[config.mk]
export PLATFORM = sky130hd
export DESIGN_NAME = rgbl_ctrl
export DESIGN_NICKNAME = d
export VERILOG_FILES = /design/src/rgbl_pkg.sv /design/src/rgbl_ctrl.sv
export SDC_FILE = /design/constraint.sdc
export NUM_CORES = 1
export LEC_CHECK = 0
export ABC_AREA = 1
export BUFFER_PORTS_ARGS = -buffer_cell sky130_fd_sc_hd__buf_2
export CAP_MARGIN = 10
export CORE_AREA = 2 2 39 41
export CTS_BUF_LIST = sky130_fd_sc_hd__clkbuf_16
export DETAILED_ROUTE_END_ITERATION = 10
export DIE_AREA = 0 0 41 43
export PLACE_DENSITY_LB_ADDON = 0.2
export SLEW_MARGIN = 20
export SYNTH_ARGS = -nofsm -noshare
export SYNTH_HDL_FRONTEND = slang
export SYNTH_SLANG_ARGS = --single-unit
[constraint.sdc]
create_clock -name clk -period 1.9 [get_ports clk]
set_input_delay 0 -clock clk [delete_from_list [all_inputs] [get_ports clk]]
set_output_delay 0 -clock clk [all_outputs]
set_load 0.1 [all_outputs]
[src/rgbl_pkg.sv]
package rgbl_pkg;

	typedef enum logic [1:0] {
		CMD_SET  = 2'd0,
		CMD_READ = 2'd1,
		CMD_SEND = 2'd2,
		CMD_NONE = 2'd3
	} cmd_t;

	typedef enum logic [1:0] {
		KIND_ACK  = 2'd0,
		KIND_READ = 2'd1,
		KIND_SPI  = 2'd2
	} kind_t;

	typedef enum logic [1:0] {
		COL_G,
		COL_R,
		COL_B
	} color_t;

	typedef enum logic [2:0] {
		ST_CLEAR,
		ST_IDLE,
		ST_ONE,
		ST_G,
		ST_R,
		ST_B
	} state_t;

	typedef struct packed {
		logic   accept;
		logic   clr_we;
		logic   load_one;
		logic   load_pat;
		color_t sel;
	} ctl_t;

	typedef struct packed {
		logic clr_last;
		logic out_free;
	} sts_t;

	localparam logic [8:0] LED_COUNT_RST = 9'd4;
	localparam logic [7:0] SPI_ONE       = 8'h7E;
	localparam logic [7:0] SPI_ZERO      = 8'h70;
	localparam logic [7:0] BIT_TOP       = 8'h80;

	function automatic logic [63:0] encode_byte(input logic [7:0] v);
		logic [63:0] w;
		w = '0;
		for (int i = 0; i < 8; i++) begin
			w[8*i +: 8] = ((v << (7 - i)) & BIT_TOP) != 8'd0 ? SPI_ONE : SPI_ZERO;
		end
		return w;
	endfunction

endpackage

[src/rgbl_ctrl.sv]
module rgbl_ctrl
	import rgbl_pkg::*;
	(
		input  logic       clk,
		input  logic       arst_n,
		input  logic       in_valid,
		input  logic [1:0] cmd,
		input  sts_t       sts,
		output logic       in_ready,
		output ctl_t       ctl
	);

	state_t state_q;
	state_t state_d;

	always_ff @(posedge clk or negedge arst_n) begin
		if (!arst_n) begin
			state_q <= ST_CLEAR;
		end else begin
			state_q <= state_d;
		end
	end

	always_comb begin
		state_d      = state_q;
		in_ready     = 1'b0;
		ctl.accept   = 1'b0;
		ctl.clr_we   = 1'b0;
		ctl.load_one = 1'b0;
		ctl.load_pat = 1'b0;
		ctl.sel      = COL_G;
		unique case (state_q)
			ST_CLEAR: begin
				ctl.clr_we = 1'b1;
				if (sts.clr_last) begin
					state_d = ST_IDLE;
				end
			end
			ST_IDLE: begin
				in_ready   = 1'b1;
				ctl.accept = in_valid;
				if (in_valid) begin
					unique case (cmd_t'(cmd))
						CMD_SET, CMD_READ: state_d = ST_ONE;
						CMD_SEND:          state_d = ST_G;
						default:           state_d = ST_IDLE;
					endcase
				end
			end
			ST_ONE: begin
				if (sts.out_free) begin
					ctl.load_one = 1'b1;
					state_d      = ST_IDLE;
				end
			end
			ST_G: begin
				ctl.sel = COL_G;
				if (sts.out_free) begin
					ctl.load_pat = 1'b1;
					state_d      = ST_R;
				end
			end
			ST_R: begin
				ctl.sel = COL_R;
				if (sts.out_free) begin
					ctl.load_pat = 1'b1;
					state_d      = ST_B;
				end
			end
			ST_B: begin
				ctl.sel = COL_B;
				if (sts.out_free) begin
					ctl.load_pat = 1'b1;
					state_d      = ST_IDLE;
				end
			end
			default: state_d = ST_CLEAR;
		endcase
	end

endmodule

# --- Word level (Yosys, flattened, before mapping) ---
# Index checks and enable logic that the tools add are counted.
op_classes:
  n_eq_ne: 12
  n_mux: 13
  reduce_logical: 5
op_table:
  columns: ["op", "n"]
  rows:
  - ["3-bit 2-to-1 mux", 5]
  - ["3-bit one-hot mux with 5 select lines", 1]
  - ["3-bit one-hot mux with 3 select lines", 1]
  - ["2-bit inequality test, second input constant", 4]
  - ["3-bit by 2-bit equality test with 1-bit output, second input constant", 2]
  - ["3-bit equality test, second input constant", 2]
  - ["1-bit 2-to-1 mux", 5]
  - ["5-bit AND reduction", 1]
  - ["2-bit one-hot mux with 2 select lines", 1]
  - ["2-bit OR reduction", 2]
  - ["3-bit by 1-bit equality test with 1-bit output, second input constant", 1]
  - ["3-bit zero test", 1]
  - ["2-bit by 1-bit equality test with 1-bit output, second input constant", 1]
  - ["2-bit equality test, second input constant", 1]
  - ["2-bit zero test", 1]
  - ["2-bit by 1-bit inequality test with 1-bit output, second input constant", 1]
totals:
  ff_bits: 3
  inputBits: 7
  word_cells: 31
  out_inout_bits: 7

# --- Logic depth before layout (Yosys ltp) ---
# Gate-level depths: netlist of run 1.
logic_depth:
  ltp_word: 5
  ltp_mapped: 6
  ltp_nobuf: 6

# --- Worst setup path before layout of run 1 ---
# No wires, ideal clock.
synth_timing:
  path_type: "reg2out"
  from: "reg state_q[2]"
  to: "out ctl[3] (netlist bit)"
  t_required_ps: 1900
  path_stages_with_launch: 4
  arrival_ps: 2637
  path_buffers: 0
  slack_ps: -737
  cell_sequence: "dfrtp_1 > inv_2 > nand2_1 > nor3_1"
synth_rtl:
  columns: ["item", "line", "rtl"]
  rows:
  - ["from (decl)", "rgbl_ctrl.sv:13", "state_t state_q;"]
  - ["from (signal assigned)", "rgbl_ctrl.sv:20", "state_q <= state_d;"]
  - ["to (decl)", "rgbl_ctrl.sv:10", "output ctl_t ctl"]

==> results of run 1 <==
==> cell type report <==
type / count / area (um2) / area share (%)
Sequential cell: 3 / 75.1 / 16.4
Tap cell: 16 / 20.0 / 4.38
Inverter: 9 / 35.0 / 7.67
Multi-Input combinational cell: 32 / 173 / 37.8
Timing Repair Buffer: 14 / 75.1 / 16.4
Clock inverter: 1 / 3.75 / 0.822
Clock buffer: 3 / 75.1 / 16.4
==> metal layers <==
metal  part of all wire (%)  GRT usage (%)  vias up  wire length (um)
met4                      0           6.00        0                 0
met1                     43           10.0      150               292
met5                      0              0        -                 0
met3                    7.2           1.57        0                49
li1                       -              -      175                 -
met2                     50           12.8        9               336
==> path summary, 6_finish.rpt <==
kind / startpoint / slack (ns) / endpoint / cells after the start
setup reg to reg: state_q[1] / 0.80 / state_q[1] / 5
min in group clk: cmd[0] / 0.14 / state_q[1] / 6
hold reg to reg: state_q[0] / 0.56 / state_q[0] / 2
setup / recovery: state_q[2] / 0.43 / ctl[2] / 4
max in group asynchronous: arst_n / 1.70 / state_q[1] / 2
hold / removal: arst_n / 0.1 / state_q[0] / 2
==> metrics by stage <==
| stage | hold slack, ns | cells | setup slack [ns] |
|---|---|---|---|
| after floorplan | -0.296 | 44 | 0.00431 |
| after global placement | -0.202 | 73 | 0.629 |
| after detailed placement | -0.203 | 73 | 0.661 |
| after CTS | 0.0995 | 78 | 0.425 |
| after global routing | 0.124 | 78 | 0.355 |
| final | 0.0990 | 78 | 0.434 |
==> what timing repair did <==
| item | 4_1_cts | 5_1_grt |
|---|---|---|
| hold buffers | 1 | 0 |
| endpoints found under the hold margin | 3 | 0 |
| setup endpoints to repair | 0 | 0 |
==> kinds of logic after synthesis <==
kind of cell	share of synthesized area, %
buf+inv	12.8
simple gates	56.2
compound gates	3.65
flops	27.4
==> synth_stat cells <==
| cell type | instances | area, um2 |
|---|---|---|
| dfrtp_1 | 3 | 75.1 |
| nand2_1 | 13 | 48.8 |
| nand2_2 | 1 | 6.26 |
| nand3_4 | 1 | 17.5 |
| nand3_2 | 2 | 20.0 |
| nor3_1 | 1 | 5.00 |
| a21oi_1 | 1 | 5.00 |
| o21ai_0 | 1 | 5.00 |
| nand4_1 | 3 | 18.8 |
| inv_2 | 2 | 7.51 |
| nand3_1 | 3 | 15.0 |
| inv_1 | 6 | 22.5 |
| clkinv_2 | 1 | 5.00 |
| nor2_1 | 6 | 22.5 |
==> results.py, run 1 <==
metrics = {
    "run_status": {
        "status": "finished clean",
    },
    "clock_network": {
        "cts_resized": 0,
        "insertion_delay_ns": 0.22,
        "numCtsBuffers": 3,
        "root_buffer": "clkbuf_16",
        "path_clk_slew_ns": 0.03,
        "cts_setup_buffers": 0,
        "cts_tree": "yes",
        "cts_max_path_buffers": 2,
        "h-tree-depth": 1,
        "cts_sinks": 3,
    },
    "floorplanning": {
        "dieArea_um2": 1760,
        "boundaryPins": 14,
        "fp.coreArea_um2": 1380,
        "rows": 14,
        "die_h_um": 43,
        "start_util_pct": 19.8,
        "die_w_um": 41,
    },
    "setup_path": {
        "worst_path_largest_cell_delay_ns": 0.43,
        "end_kind": "primary output",
        "required_ns": 1.90,
        "arrival_ns": 1.47,
        "cp_max_fo": 6,
        "crit_path_top_delay_cell": "dfrtp_1",
        "cp_top_family": "buffers and inverters",
        "crit_buf_inv": 2,
        "startpoint_type": "flip-flop",
        "worstPathCellList": "inv_2, nand3_1, a21oi_2, buf_2",
        "crit_type": "flip-flop to primary output",
    },
    "logic_synthesis": {
        "syn_nets": 51,
        "synth_seq_area_share_pct": 27.4,
        "ys_ff_latch": 3,
        "syn_inst": 44,
        "syn_area_per_cell_um2": 6.23,
        "yosys_warnings": 0,
        "synth_area_um2": 274,
        "ys_types": 14,
    },
    "route": {
        "wl_um": 678,
        "vias": 334,
        "drtIter0Drc": 5,
        "ant_nets": 0,
        "viasPerCell": 4.28,
        "first_pass_iters": 3,
        "wl_per_cell_um": 8.69,
        "drcViolationCount": 0,
    },
    "placed_design": {
        "dp_hpwl_um": 541,
        "portBuffers": 13,
        "gp_congestion": 0.785,
        "placed_area_um2": 368,
    },
    "layout": {
        "synthToLayoutAreaGrowth_pct": 66.7,
        "drive_above_1_share_pct": 40.3,
        "largest-register": "state_q",
        "nets": 70,
        "n_antenna_cell": 0,
        "largest_reg_flops": 3,
        "top_regs": "state_q x3",
        "n_fill_cell": 154,
        "fin_area_um2": 457,
        "layout_common_cells": "nand2_1 (13), buf_2 (13), inv_1 (7)",
        "final_util_pct": 33.0,
    },
    "global_route": {
        "antenna_found_initial": 0,
        "grt_max_degree": 8,
        "grt_pass1_wl_um": 1010,
        "track_usage_pct": 8.44,
        "grt_overflow": 0,
        "first_global_vias": 265,
    },
    "sta": {
        "rsz0062_at_grt": "no",
        "setup_violations": 0,
        "fin_crit_sh_pct": 77.1,
        "fin_worst_skew_ns": 0.000841,
        "hold_viol_final": 0,
        "max_freq_mhz": 682,
        "drv_slew": 0,
        "min_period_ns": 1.47,
        "tightest_slew_ns": 0.486,
        "slew_headroom_pct": 67.8,
        "fin_setup_tns_ns": 0,
    },
    "run": {
        "maxCapViolCount": 0,
    },
    "worst_hold_path": {
        "hp-class": "input pin to async pin",
    },
}
Power of run 1 is not shown: default switching activity piles up to over one toggle a cycle in this logic, so the estimate is an artifact.
==> inputs of run 2 (changes only) <==
--- a/config.mk
+++ b/config.mk
@@ -5,7 +5,7 @@
 export SDC_FILE = /design/constraint.sdc
 export NUM_CORES = 1
 export LEC_CHECK = 0
-export ABC_AREA = 1
+export ABC_AREA = 0
 export BUFFER_PORTS_ARGS = -buffer_cell sky130_fd_sc_hd__buf_2
 export CAP_MARGIN = 10
 export CORE_AREA = 2 2 39 41
==> constraint.sdc (replaced) <==
create_clock -name clk -period 1.25 [get_ports clk]
set_input_delay 0 -clock clk [delete_from_list [all_inputs] [get_ports clk]]
set_output_delay 0 -clock clk [all_outputs]
set_load 0.1 [all_outputs]
==> results.py, run 2 <==
metrics = {
    "floorplanning": {
        "die_h_um": 43,
        "rows": 14,
        "start_util_pct": 20.8,
        "die_w_um": 41,
        "boundaryPins": 14,
        "fp.coreArea_um2": 1380,
        "dieArea_um2": 1760,
    },
    "setup_path": {
        "r2r_start": "state_q[1]",
        "required_ns": 1.25,
        "cp_max_fo": 7,
        "startpoint_type": "flip-flop",
        "arrival_ns": 1.32,
        "crit_type": "flip-flop to primary output",
        "end_kind": "primary output",
        "crit_start": "state_q[2]",
    },
    "logic_synthesis": {
        "synth_fa_ha_area_share_pct": 0,
        "synth_mux_area_share_pct": 3.48,
        "yosys_warnings": 0,
        "synth_edf_count": 0,
        "synth_area_um2": 288,
        "synthSimpleGateAreaFrac_pct": 34.3,
        "syn_nets": 37,
        "async_reset_ff_share_pct": 100,
        "netlist.area_leader.share_pct": 26.1,
        "synthFlopType": "dfrtp_1",
        "synth_top_family_by_area": "simple AND/OR/NAND/NOR gates",
        "synth_xor_area_share_pct": 0,
        "syn_area_per_cell_um2": 9.59,
        "ys_ff_latch": 3,
        "ys_types": 18,
        "synth_compound_area_share_pct": 23.9,
        "synth.largest_area_cell": "dfrtp_1",
        "synth.most_common_cell": "nand2_1",
        "syn_inst": 30,
        "synthTopCellsByArea": "dfrtp_1 (26%), o41ai_4 (9.6%), buf_6 (7.8%), nor3b_1 (7.8%), a221oi_2 (5.2%)",
        "synth_seq_area_share_pct": 26.1,
        "ys_top_cells_by_count": "nand2_1 (4), dfrtp_1 (3), nor3b_1 (3)",
    },
    "layout": {
        "top_regs": "state_q x3",
        "n_fill_cell": 118,
        "n_antenna_cell": 0,
        "drive_above_1_share_pct": 76.8,
        "layout_common_cells": "buf_12 (9), buf_4 (8), buf_2 (6)",
        "largest-register": "state_q",
        "final_cells": 72,
        "layout_commonest_cell": "buf_12",
        "largest_reg_flops": 3,
        "synthToLayoutAreaGrowth_pct": 153,
        "nets": 64,
    },
    "sta": {
        "setup_violations": 4,
        "drv_slew": 0,
        "tightest_slew_ns": 0.280,
        "rsz0062_at_grt": "yes",
        "min_period_ns": 1.32,
        "finalWorstSetupSlack_ns": -0.0658,
        "fin_setup_tns_ns": -0.147,
        "fin_worst_skew_ns": 0.00228,
        "fin_crit_sh_pct": 105,
        "hold_viol_final": 0,
        "slew_headroom_pct": 81.3,
        "max_freq_mhz": 760,
    },
    "route": {
        "top_layer_used": "met4",
        "drcViolationCount": 0,
        "wl_met2_um": 449,
        "dr_wl_met3_um": 34,
        "viasPerCell": 4.25,
        "ant_nets": 0,
        "vias": 306,
        "wl_um": 778,
        "first_pass_iters": 2,
        "wl_per_cell_um": 10.8,
        "drtIter0Drc": 1,
        "wirelength_met1_um": 265,
    },
    "global_route": {
        "grt_pass1_wl_um": 1280,
        "grt_overflow": 0,
        "antenna_found_initial": 0,
        "grt_max_degree": 8,
        "track_usage_pct": 11.4,
        "first_global_vias": 308,
    },
    "worst_hold_path": {
        "hp-class": "input pin to flip-flop",
        "hold_start": "sts[0]",
    },
    "clock_network": {
        "cts_sinks": 3,
        "root_buffer": "clkbuf_16",
        "path_clk_slew_ns": 0.03,
        "h-tree-depth": 1,
        "numCtsBuffers": 3,
        "cts_tree": "yes",
        "insertion_delay_ns": 0.23,
        "cts_max_path_buffers": 2,
    },
    "run_status": {
        "violations": "negative setup slack",
        "status": "finished, violations left",
    },
    "run": {
        "maxCapViolCount": 0,
    },
    "placed_design": {
        "portBuffers": 13,
        "dp_hpwl_um": 610,
        "gp_congestion": 0.675,
        "dp.cells": 61,
    },
}
==> run 2: final timing paths <==
| path | depth (start not counted) | slack (ns) | endpoint |
|---|---|---|---|
| max | 3 | -0.07 | ctl[5] |
| min | 2 | 0.07 | state_q[1] |
| max reg2reg | 3 | 0.06 | state_q[0] |
| min reg2reg | 2 | 0.65 | state_q[0] |
| max in group asynchronous | 2 | 1.03 | state_q[2] |
| min in group asynchronous | 2 | 0.10 | state_q[0] |
==> run 2: timing repair <==
item,in CTS,in global routing
hold buffers,1,0
setup endpoints to repair,7,8
endpoints found under the hold margin,3,0
gates resized for setup,3,3
pin swaps,4,1
setup buffers,6,0
==> run 2: routing by layer <==
layer,vias to the layer above,track usage (%)
met3,2,0
met1,136,12.0
met4,0,12.0
met2,10,18.1
li1,158,-
met5,-,0
==> run 2: final cells by class <==
class / count / area, um2 / share of cell area [%]
Timing Repair Buffer: 25 / 292 / 40.0
Clock inverter: 1 / 3.75 / 0.515
Clock buffer: 3 / 75.1 / 10.3
Tap cell: 16 / 20.0 / 2.75
Inverter: 2 / 10.0 / 1.37
Sequential cell: 3 / 77.6 / 10.7
Multi-Input combinational cell: 22 / 250 / 34.4
==> run 2: logic make-up (layout without fill, tap and decap cells) <==
group,after synthesis,after routing
AND/OR/NAND/NOR,15,15
multiplexers,1,1
buffers and inverters,5,31
AO/OA/AOI/OAI,6,6
flip-flops,3,3
==> run 2: per-stage QoR <==
stage | utilization, % | instance area [um2] | hold slack, ns | setup WS [ns]
5_1_grt | 52.6 | 728 | 0.110 | -0.0932
3_3_place_gp | 41.8 | 578 | -0.203 | 0.108
4_1_cts | 51.8 | 717 | 0.0764 | -0.0840
6_report | 52.6 | 728 | 0.0748 | -0.0658
2_1_floorplan | - | 359 | -0.296 | -0.239
3_5_place_dp | 41.8 | 578 | -0.204 | 0.0551
==> run 2: worst max-delay path, stage by stage, from the launching register on <==
cell      delay, ns
dfrtp_2        0.43
buf_12         0.14
and4bb_4       0.34
buf_12         0.17
Power of run 2 is left out for the same reason.
==> inputs of run 3 (changes only) <==
--- a/config.mk
+++ b/config.mk
@@ -9,7 +9,7 @@
 export BUFFER_PORTS_ARGS = -buffer_cell sky130_fd_sc_hd__buf_2
 export CAP_MARGIN = 10
 export CORE_AREA = 2 2 39 41
-export CTS_BUF_LIST = sky130_fd_sc_hd__clkbuf_16
+export CTS_BUF_LIST = sky130_fd_sc_hd__clkbuf_4
 export DETAILED_ROUTE_END_ITERATION = 10
 export DIE_AREA = 0 0 41 43
 export PLACE_DENSITY_LB_ADDON = 0.2
==> results.py, run 3 (synthesis results as in run 2) <==
metrics = {
    "clock_network": {
        "h-tree-depth": 1,
        "cts_max_path_buffers": 2,
        "cts_tree": "yes",
        "insertion_delay_ns": 0.24,
        "root_buffer": "clkbuf_4",
        "path_clk_slew_ns": 0.03,
        "numCtsBuffers": 3,
        "cts_sinks": 3,
    },
    "placed_design": {
        "gp_congestion": 0.675,
        "placed_area_um2": 578,
        "portBuffers": 13,
        "dp_hpwl_um": 610,
    },
    "layout": {
        "final_util_pct": 49.1,
        "largest-register": "state_q",
        "fin_area_um2": 679,
        "largest_reg_flops": 3,
        "synthToLayoutAreaGrowth_pct": 136,
        "drive_above_1_share_pct": 78.2,
        "nets": 63,
        "n_antenna_cell": 0,
        "layout_common_cells": "buf_12 (9), buf_2 (6), buf_4 (5)",
        "top_regs": "state_q x3",
        "layout_commonest_cell": "buf_12",
        "n_fill_cell": 130,
    },
    "setup_path": {
        "crit_buf_inv": 2,
        "crit_path_top_delay_cell": "dfrtp_2",
        "required_ns": 1.25,
        "end_kind": "primary output",
        "arrival_ns": 1.33,
        "cp_max_fo": 6,
        "worstPathCellList": "buf_12, and4bb_4, buf_12",
        "cp_top_family": "flip-flops",
        "startpoint_type": "flip-flop",
        "crit_path_frequent_cell": "buf_12",
        "worst_path_largest_cell_delay_ns": 0.43,
        "crit_type": "flip-flop to primary output",
    },
    "sta": {
        "max_freq_mhz": 750,
        "min_period_ns": 1.33,
        "finalWorstSetupSlack_ns": -0.0830,
        "tightest_slew_ns": 0.282,
        "slew_headroom_pct": 81.1,
        "fin_worst_skew_ns": 0.00347,
        "rsz0062_at_grt": "yes",
        "hold_viol_final": 0,
        "setup_violations": 6,
        "fin_setup_tns_ns": -0.253,
        "drv_slew": 0,
        "fin_crit_sh_pct": 107,
    },
    "global_route": {
        "grt_overflow": 0,
        "track_usage_pct": 11.6,
        "first_global_vias": 314,
        "grt_pass1_wl_um": 1300,
        "antenna_found_initial": 0,
        "grt_max_degree": 8,
    },
    "run": {
        "maxCapViolCount": 0,
    },
    "route": {
        "wl_um": 795,
        "first_pass_iters": 2,
        "drcViolationCount": 0,
        "vias": 316,
        "drtIter0Drc": 4,
        "viasPerCell": 4.45,
        "ant_nets": 0,
        "wl_per_cell_um": 11.2,
    },
    "run_status": {
        "violations": "negative setup slack",
        "status": "finished, violations left",
    },
    "floorplanning": {
        "die_h_um": 43,
        "fp.coreArea_um2": 1380,
        "die_w_um": 41,
        "rows": 14,
        "dieArea_um2": 1760,
        "boundaryPins": 14,
        "start_util_pct": 20.8,
    },
    "worst_hold_path": {
        "hp-class": "input pin to flip-flop",
    },
}
run 3: cell count changes in the layout (fill, tap and decap cells not counted), sizes merged:
cell | before | now
inv | 3 | 2
clkbuf | 3 | 4
buf | 24 | 23
run 3: worst reg2reg max path: stages, from the launching register on:
cell	delay, ns
dfrtp_1	0.42
or3_1	0.42
a21oi_2	0.20
a221oi_2	0.05
run 3: path summary, 6_finish.rpt:
| check | end | slack, ns | startpoint | cells after the start |
|---|---|---|---|---|
| min in group asynchronous | state_q[0] | 0.08 | arst_n | 2 |
| max reg2reg | state_q[0] | 0.03 | state_q[1] | 3 |
| min reg2reg | state_q[0] | 0.66 | state_q[2] | 2 |
| min | state_q[1] | 0.07 | cmd[0] | 4 |
| max in group asynchronous | state_q[2] | 1.05 | arst_n | 2 |
| max | ctl[5] | -0.08 | state_q[2] | 3 |
run 3: repair_timing:
item | 4_1_cts | 5_1_grt
buffers inserted | 5 | 0
hold buffers | 1 | 0
hold endpoints to repair | 3 | 0
gates resized for setup | 5 | 3
pin swaps | 5 | 0
endpoints found under the setup margin | 7 | 8
run 3: metrics by stage:
step / hold WS, ns / setup slack, ns / instances
finish: 0.0664 / -0.0830 / 71
global route: 0.0967 / -0.113 / 71
CTS: 0.0705 / -0.0999 / 71
detailed placement: -0.204 / 0.0551 / 61
global placement: -0.203 / 0.108 / 61
floorplan: -0.296 / -0.239 / 30
run 3: cell type report:
| type | instances | area [um2] | share of cell area, % |
|---|---|---|---|
| tap | 16 | 20.0 | 2.95 |
| timing repair buffer | 24 | 292 | 42.9 |
| sequential | 3 | 77.6 | 11.4 |
| clock buffer | 4 | 30.0 | 4.42 |
| multi-input combinational | 22 | 250 | 36.8 |
| inverter | 2 | 10.0 | 1.47 |
run 3: routing by layer:
metal	global-route usage, %	wire length (um)	up-vias
met3	1.57	36	3
li1	-	-	156
met2	19.7	469	11
met4	8.00	28	0
met1	12.0	261	146
met5	0	0	-
Power of run 3 is left out for the same reason.
